==> config.mk <==
export PLATFORM = sky130hd
export DESIGN_NAME = csv_field_splitter
export DESIGN_NICKNAME = d
export VERILOG_FILES = /design/src/sv/csvfs_pkg.sv /design/src/sv/csvfs_decode.sv /design/src/sv/csvfs_out_stage.sv /design/src/sv/csv_field_splitter.sv
export SDC_FILE = /design/constraint.sdc
export NUM_CORES = 1
export LEC_CHECK = 0
export BUFFER_PORTS_ARGS = -buffer_cell sky130_fd_sc_hd__buf_2
export CAP_MARGIN = 20
export CORE_ASPECT_RATIO = 2
export CORE_MARGIN = 8
export CORE_UTILIZATION = 45
export DETAILED_ROUTE_END_ITERATION = 8
export GPL_TIMING_DRIVEN = 0
export MAX_ROUTING_LAYER = met4
export PLACE_DENSITY = 0.66
export REMOVE_ABC_BUFFERS = 1
export SLEW_MARGIN = 25
export SYNTH_ARGS = -nofsm -noshare
export SYNTH_HDL_FRONTEND = slang
export SYNTH_HIERARCHICAL = 1
export SYNTH_SLANG_ARGS = --single-unit
==> constraint.sdc <==
create_clock -name clk -period 4.3 [get_ports clk]
set_clock_uncertainty 0.2 [all_clocks]
set_input_delay 0.43 -clock clk [delete_from_list [all_inputs] [get_ports clk]]
set_output_delay 0.43 -clock clk [all_outputs]
set_load 0.03 [all_outputs]
==> src/sv/csvfs_pkg.sv <==
// ----------------------------------------------------------------------------
// CSV field splitter package
// Shared result codes, parse modes, result types and the result-list helper.
// ----------------------------------------------------------------------------
package csvfs_pkg;

  localparam int MaxResults = 3;

  // Result kinds
  localparam logic [1:0] KIND_CONTENT    = 2'd0;
  localparam logic [1:0] KIND_FIELD_END  = 2'd1;
  localparam logic [1:0] KIND_ERROR      = 2'd2;
  localparam logic [1:0] KIND_RECORD_END = 2'd3;

  // Error codes
  localparam logic [1:0] ERR_NONE       = 2'd0;
  localparam logic [1:0] ERR_UNQUOTED   = 2'd1;
  localparam logic [1:0] ERR_LONE_QUOTE = 2'd2;
  localparam logic [1:0] ERR_QUOTED_END = 2'd3;

  // Parse modes
  localparam logic [2:0] MODE_START  = 3'd0;
  localparam logic [2:0] MODE_UNQ    = 3'd1;
  localparam logic [2:0] MODE_QUOTED = 3'd2;
  localparam logic [2:0] MODE_QSEEN  = 3'd3;
  localparam logic [2:0] MODE_ERROR  = 3'd4;

  // Special bytes
  localparam logic [7:0] BYTE_QUOTE = 8'h22;
  localparam logic [7:0] BYTE_LF    = 8'h0A;
  localparam logic [7:0] BYTE_CR    = 8'h0D;

  localparam logic [7:0] DELIM_RESET = 8'd44;

  typedef struct packed {
    logic [1:0] kind;
    logic [7:0] data;
    logic [1:0] code;
  } result_t;

  // Up to three results caused by one item, in order from index 0
  typedef struct packed {
    result_t [MaxResults-1:0] res;
    logic [1:0]               count;
  } bundle_t;

  function automatic bundle_t push_result(bundle_t b, logic [1:0] kind,
                                          logic [7:0] data, logic [1:0] code);
    bundle_t nb;
    nb = b;
    nb.res[nb.count].kind = kind;
    nb.res[nb.count].data = data;
    nb.res[nb.count].code = code;
    nb.count = nb.count + 2'd1;
    return nb;
  endfunction

endpackage

==> src/sv/csvfs_decode.sv <==
// ----------------------------------------------------------------------------
// CSV field splitter decoder
// Works out the result list and the next parse mode for one record byte.
// ----------------------------------------------------------------------------
module csvfs_decode (
  input  logic [2:0]       mode,
  input  logic [7:0]       data_byte,
  input  logic             record_end,
  input  logic [7:0]       delimiter,
  output csvfs_pkg::bundle_t bundle,
  output logic [2:0]       mode_next
);
  import csvfs_pkg::*;

  logic    [2:0] m;
  logic    [2:0] mn;
  bundle_t       b;
  logic          is_delim;
  logic          is_quote;
  logic          is_brk;

  assign is_delim = (data_byte == delimiter);
  assign is_quote = (data_byte == BYTE_QUOTE);
  assign is_brk   = (data_byte == BYTE_CR) || (data_byte == BYTE_LF);

  always_comb begin
    b  = '0;
    m  = (mode > MODE_ERROR) ? MODE_START : mode;
    mn = m;
    case (m)
      MODE_START: begin
        if (is_brk) begin
          mn = m;
        end else if (is_quote) begin
          if (record_end) begin
            b  = push_result(b, KIND_ERROR, 8'd0, ERR_QUOTED_END);
            mn = MODE_ERROR;
          end else begin
            mn = MODE_QUOTED;
          end
        end else if (is_delim) begin
          b = push_result(b, KIND_FIELD_END, 8'd0, ERR_NONE);
        end else begin
          b = push_result(b, KIND_CONTENT, data_byte, ERR_NONE);
          if (record_end) b = push_result(b, KIND_FIELD_END, 8'd0, ERR_NONE);
          else            mn = MODE_UNQ;
        end
      end
      MODE_UNQ: begin
        if (is_delim) begin
          b  = push_result(b, KIND_FIELD_END, 8'd0, ERR_NONE);
          mn = MODE_START;
        end else if (is_quote || is_brk) begin
          b  = push_result(b, KIND_ERROR, 8'd0, ERR_UNQUOTED);
          mn = MODE_ERROR;
        end else begin
          b = push_result(b, KIND_CONTENT, data_byte, ERR_NONE);
          if (record_end) b = push_result(b, KIND_FIELD_END, 8'd0, ERR_NONE);
        end
      end
      MODE_QUOTED: begin
        if (is_quote) begin
          if (record_end) b = push_result(b, KIND_FIELD_END, 8'd0, ERR_NONE);
          else            mn = MODE_QSEEN;
        end else if (record_end) begin
          b  = push_result(b, KIND_ERROR, 8'd0, ERR_QUOTED_END);
          mn = MODE_ERROR;
        end else begin
          b = push_result(b, KIND_CONTENT, data_byte, ERR_NONE);
        end
      end
      MODE_QSEEN: begin
        if (is_delim) begin
          b  = push_result(b, KIND_FIELD_END, 8'd0, ERR_NONE);
          mn = MODE_START;
        end else if (is_quote) begin
          b = push_result(b, KIND_CONTENT, BYTE_QUOTE, ERR_NONE);
          if (record_end) begin
            b  = push_result(b, KIND_ERROR, 8'd0, ERR_QUOTED_END);
            mn = MODE_ERROR;
          end else begin
            mn = MODE_QUOTED;
          end
        end else begin
          b  = push_result(b, KIND_ERROR, 8'd0, ERR_LONE_QUOTE);
          mn = MODE_ERROR;
        end
      end
      default: begin
        mn = m; // drop bytes until the record ends
      end
    endcase

    // Record close: trailing delimiter adds an empty field, then the end mark
    if (record_end) begin
      if ((mn != MODE_ERROR) && is_delim)
        b = push_result(b, KIND_FIELD_END, 8'd0, ERR_NONE);
      b  = push_result(b, KIND_RECORD_END, 8'd0, ERR_NONE);
      mn = MODE_START;
    end
  end

  assign bundle    = b;
  assign mode_next = mn;

endmodule

==> src/sv/csvfs_out_stage.sv <==
// ----------------------------------------------------------------------------
// CSV field splitter output stage
// Holds one item's results, handing out one per cycle while out_ready is high.
// ----------------------------------------------------------------------------
module csvfs_out_stage (
  input  logic               clk,
  input  logic               rst,
  input  logic               load,
  input  csvfs_pkg::bundle_t bundle_in,
  output logic               free,
  output logic               out_valid,
  input  logic               out_ready,
  output logic [1:0]         kind,
  output logic [7:0]         out_byte,
  output logic [1:0]         error_code,
  output logic               last_of_item
);
  import csvfs_pkg::*;

  bundle_t    bundle;
  logic       valid;
  logic [1:0] idx;
  logic       last;
  result_t    cur;

  assign cur  = bundle.res[idx];
  assign last = (idx == (bundle.count - 2'd1));
  assign free = !valid || (out_ready && last);

  always_ff @(posedge clk) begin
    if (rst) begin
      valid <= 1'b0;
      idx   <= 2'd0;
    end else if (load) begin
      valid <= 1'b1;
      idx   <= 2'd0;
    end else if (valid && out_ready) begin
      if (last) valid <= 1'b0;
      else      idx   <= idx + 2'd1;
    end
  end

  always_ff @(posedge clk) begin
    if (load) bundle <= bundle_in;
  end

  assign out_valid    = valid;
  assign kind         = cur.kind;
  assign out_byte     = cur.data;
  assign error_code   = cur.code;
  assign last_of_item = last;

endmodule

==> src/sv/csv_field_splitter.sv <==
// ----------------------------------------------------------------------------
// CSV field splitter
// Splits delimited text records, one byte per item, into field results.
// ----------------------------------------------------------------------------
// Feed one record byte per item with record_end set on the last byte. Each
// item gives zero to three results (content byte, field end, error, record
// end), delivered one per cycle while out_ready is high, with last_of_item
// marking the final result of the item. An item is decoded against the
// parse mode in the input register, and its results move into the output
// stage register once that stage is free. The input side takes one item
// per cycle while each item gives at most one result and out_ready stays
// high; an item that gives several results holds the single output port
// until its last result is taken, and the input stalls behind it. The
// delimiter must be written through the cfg port only while the block is
// idle; the block does not enforce this. It resets to a comma.
// ----------------------------------------------------------------------------
module csv_field_splitter (
  input  logic       clk,
  input  logic       rst,
  // configuration write
  input  logic       cfg_valid,
  output logic       cfg_ready,
  input  logic [7:0] field_delimiter,
  // record bytes in
  input  logic       in_valid,
  output logic       in_ready,
  input  logic [7:0] data_byte,
  input  logic       record_end,
  // results out
  output logic       out_valid,
  input  logic       out_ready,
  output logic [1:0] kind,
  output logic [7:0] out_byte,
  output logic [1:0] error_code,
  output logic       last_of_item
);
  import csvfs_pkg::*;

  // Delimiter register
  logic [7:0] delimiter;

  // Input register
  logic       in_full;
  logic [7:0] byte_q;
  logic       end_q;

  // Parse mode
  logic [2:0] mode;
  logic [2:0] mode_next;

  bundle_t    bundle;
  logic       free;
  logic       advance;
  logic       load;

  // Always able to take a delimiter write
  assign cfg_ready = 1'b1;

  always_ff @(posedge clk) begin
    if (rst) begin
      delimiter <= DELIM_RESET;
    end else if (cfg_valid) begin
      delimiter <= field_delimiter;
    end
  end

  csvfs_decode u_decode (
    .mode       (mode),
    .data_byte  (byte_q),
    .record_end (end_q),
    .delimiter  (delimiter),
    .bundle     (bundle),
    .mode_next  (mode_next)
  );

  // Advance the held item when its results fit: none at all, or the output
  // stage is empty or hands out its final result this cycle.
  assign advance  = in_full && ((bundle.count == 2'd0) || free);
  assign load     = advance && (bundle.count != 2'd0);
  assign in_ready = !in_full || advance;

  always_ff @(posedge clk) begin
    if (rst) begin
      in_full <= 1'b0;
      mode    <= MODE_START;
    end else begin
      if (in_valid && in_ready) in_full <= 1'b1;
      else if (advance)         in_full <= 1'b0;
      if (advance) mode <= mode_next;
    end
  end

  // Hold the payload of the item under decode
  always_ff @(posedge clk) begin
    if (in_valid && in_ready) begin
      byte_q <= data_byte;
      end_q  <= record_end;
    end
  end

  csvfs_out_stage u_out (
    .clk          (clk),
    .rst          (rst),
    .load         (load),
    .bundle_in    (bundle),
    .free         (free),
    .out_valid    (out_valid),
    .out_ready    (out_ready),
    .kind         (kind),
    .out_byte     (out_byte),
    .error_code   (error_code),
    .last_of_item (last_of_item)
  );

endmodule

==> results.yml <==
yosys:
  yosys_warnings: 6
  syn_area_um2: 3500
  seq_area_frac_synth: 0.489
  synth-seq-cells: 62
  synth.area.top_cells: "edfxtp_1, dfxtp_1, mux2i_1, buf_4, nand2_1"
  yosysTopAreaCellShare: 0.403
  ys.flop_type: "edfxtp_1"
  synthDistinctLibCells: 66
  synth_area_leader_cell: "edfxtp_1"
  synthesis.area_per_instance_um2: 10.9
  synth-edff-count: 47
  synthCells: 321
  async_flop_share: 0
critical_path:
  end_kind: "output port"
  path_class: "reg2out"
  critPathBufInv: 2
  start_kind: "register"
  reg2reg_from: "byte_q[2]$_DFFE_PP_"
  reg2reg_to: "u_out/out_valid$_SDFFE_PP0P_"
  cp_slowest_cell: "or3b_4"
  rrSetupSlack_ns: 0.18
  path_max_fanout: 5
  crit_family: "simple AND/OR/NAND/NOR gates"
  crit_arrival_ns: 3.60
  cp_data_required_time_ns: 3.67
  path_cells: "or3b_4 > o31ai_4 > a21boi_2 > and3_1 > o21ai_4 > inv_2 > ha_4 > a21oi_4 > ha_4 > nor2_4 > nor2_2 > or3b_4 > buf_6"
  critPathMaxStageDelay_ns: 0.45
  r2r_cells: 15
clock_tree:
  clock_latency_ns: 0.33
  cts_tree: "yes"
  root_buffer: "clkbuf_16"
  clock-sinks: 62
  clk_pin_slew_ns: 0.05
  cts.path.max_buffers: 2
  numCtsBuffers: 9
  holdBufCountCts: 0
  cts.htree.levels: 3
routing:
  drc: 0
  drt_iter0_markers: 135
  wl_met3_um: 240
  dr.pass1.iters: 5
  via_per_inst: 5.21
  postRouteAntennaNets: 0
  vias: 2487
  routed.top_layer: "met4"
  wl_met1_um: 2700
  routed_wl_um: 7740
  post_drt_wl_per_cell_um: 16.2
  met2_length_um: 4470
layout:
  final_nets: 406
  drive_gt1_frac: 0.303
  fillers: 675
  final_core_util: 0.565
  regArea_um2: 1710
  multi_input_area_um2: 1700
  synthToLayoutAreaGrowth_pct: 21.9
  diodes: 0
die:
  num_rows: 45
  dieHeight_um: 141
  start_util: 0.464
  num_io_pins: 38
  core_area_um2: 7540
  fp.dieW_um: 78.3
  dieArea_um2: 11000
place:
  place_hpwl_um: 5350
  numPortBuffers: 36
  place_congestion: 0.883
  post-place-ws_ns: -0.970
global_routing:
  grt_pass1_wl_um: 12400
  grt_max_degree: 22
  antenna_found_initial: 0
  overflow: 0
  grt_use_total: 0.149
  grt_pass1_vias: 2543
timing:
  setup_viol: 0
  final_hold_viol_count: 0
  rsz0062_at_grt: "yes"
  period_minus_slack_ns: 4.23
  worst_slack_ns: 0.0679
  max_slew.worst_pin.slew_ns: 0.891
  period_share: 0.984
  relSlewSlack: 0.405
  fmax_mhz: 236
  hold_slack_ns: 0.0733
  slew_violations: 0
hold_path:
  hold_path.class: "in2reg"
  min_to: "byte_q[4]$_DFFE_PP_"
  min_from: "data_byte[4]"
  hold_depth: 1
power:
  p_leak_uw: 0.00162
  vdd_drop_max_v: 0.000406
  power_density_nw_per_um2: 389
status:
  status: "completed"
run:
  cap_violations: 0
[sequential cells by signal (all words and copies together) (netlist names)]
| name | cells |
|---|---|
| u_out/idx | 2 |
| delimiter | 8 |
| end_q | 1 |
| u_out/out_valid | 1 |
| in_full | 1 |
| mode | 3 |
| byte_q | 8 |
| u_out/bundle | 38 |
[layer usage]
layer  vias up  GRT usage
met5         -          -
met4         0      0.119
met3        21     0.0255
met2        65      0.266
met1      1162      0.131
li1       1239          -
[cells in the mapped netlist (5+ instances only)]
library cell	instances
o21ai_0	16
edfxtp_1	47
and2_1	9
nor2_1	23
xor2_1	9
ha_1	6
nand3_1	7
inv_1	8
buf_2	5
nand2_1	27
buf_4	20
nand2b_1	11
dfxtp_1	15
clkbuf_1	8
mux2i_1	20
a21oi_1	11
[per-stage QoR]
step / power, uW / TNS [ns] / std cells / cell area, um^2
5_1_grt: 1710 / -0.0358 / 477 / 4260
4_1_cts: 1660 / -0.0897 / 466 / 4160
3_3_place_gp: 870 / -34.42 / 433 / 3630
2_1_floorplan: 824 / 0 / 303 / 3330
3_5_place_dp: 875 / -39.01 / 433 / 3630
6_report: 1660 / 0 / 477 / 4260
[layout make-up]
cell class,count,area share
Sequential cell,62,0.401
Clock buffer,10,0.0537
Inverter,9,0.00792
Clock inverter,6,0.0200
Multi-Input combinational cell,233,0.398
Timing Repair Buffer,63,0.0913
Tap cell,94,0.0276
[cell usage in the layout (no fill, tap or decap), drive strengths merged, types with 4 or more instances in the layout]
master and n:
conb 19, mux2i 21, edfxtp 47, inv 10, xor2 9, nand2b 11
a211o 4, clkbuf 10, nor3 6, ha 6, nor2b 4, a21boi 6
dfxtp 15, o21ai 19, nor2 23, buf 63, nand3 7, and2 10
xnor2 4, a21oi 12, nand2 27
[worst max path at each step]
stage                             start                      endpoint  slack (ns)  cells past startpoint
floorplan           byte_q[0]$_DFFE_PP_  u_out/out_valid$_SDFFE_PP0P_        0.09                     15
global placement    byte_q[1]$_DFFE_PP_     u_out/idx[0]$_SDFFE_PP0P_       -0.81                     15
CTS                 byte_q[2]$_DFFE_PP_                      in_ready       -0.09                     13
finish              byte_q[2]$_DFFE_PP_                      in_ready        0.07                     13
global route        byte_q[2]$_DFFE_PP_                      in_ready       -0.04                     13
detailed placement  byte_q[1]$_DFFE_PP_  u_out/out_valid$_SDFFE_PP0P_       -0.97                     15
[cell families (layout without fill, tap and decap cells)]
group	Yosys count	count (layout)	synth area share
AOI/OAI and AO/OA	70	70	0.156
xor gates and xnor gates	13	13	0.0347
adders and majority gates	6	6	0.0215
buffers and inverters	44	88	0.0747
DFF	62	62	0.489
muxes	21	21	0.0612
other	2	19	0.00215
and+or+nand+nor	103	104	0.160
[power by group]
part	leakage (uW)	switching (uW)	internal (uW)
sequential	0.000568	21.1	684
clock	0.000151	252	506
combinational	0.000898	113	85.6
[timing repair]
item                       CTS  global route
setup buffers               16            11
pin swaps                   12            11
setup endpoints to repair   61            42
gates cloned                 1             0
hold endpoints to repair     0             0
resized for setup           19             4
(Power assumes the default switching activity.)
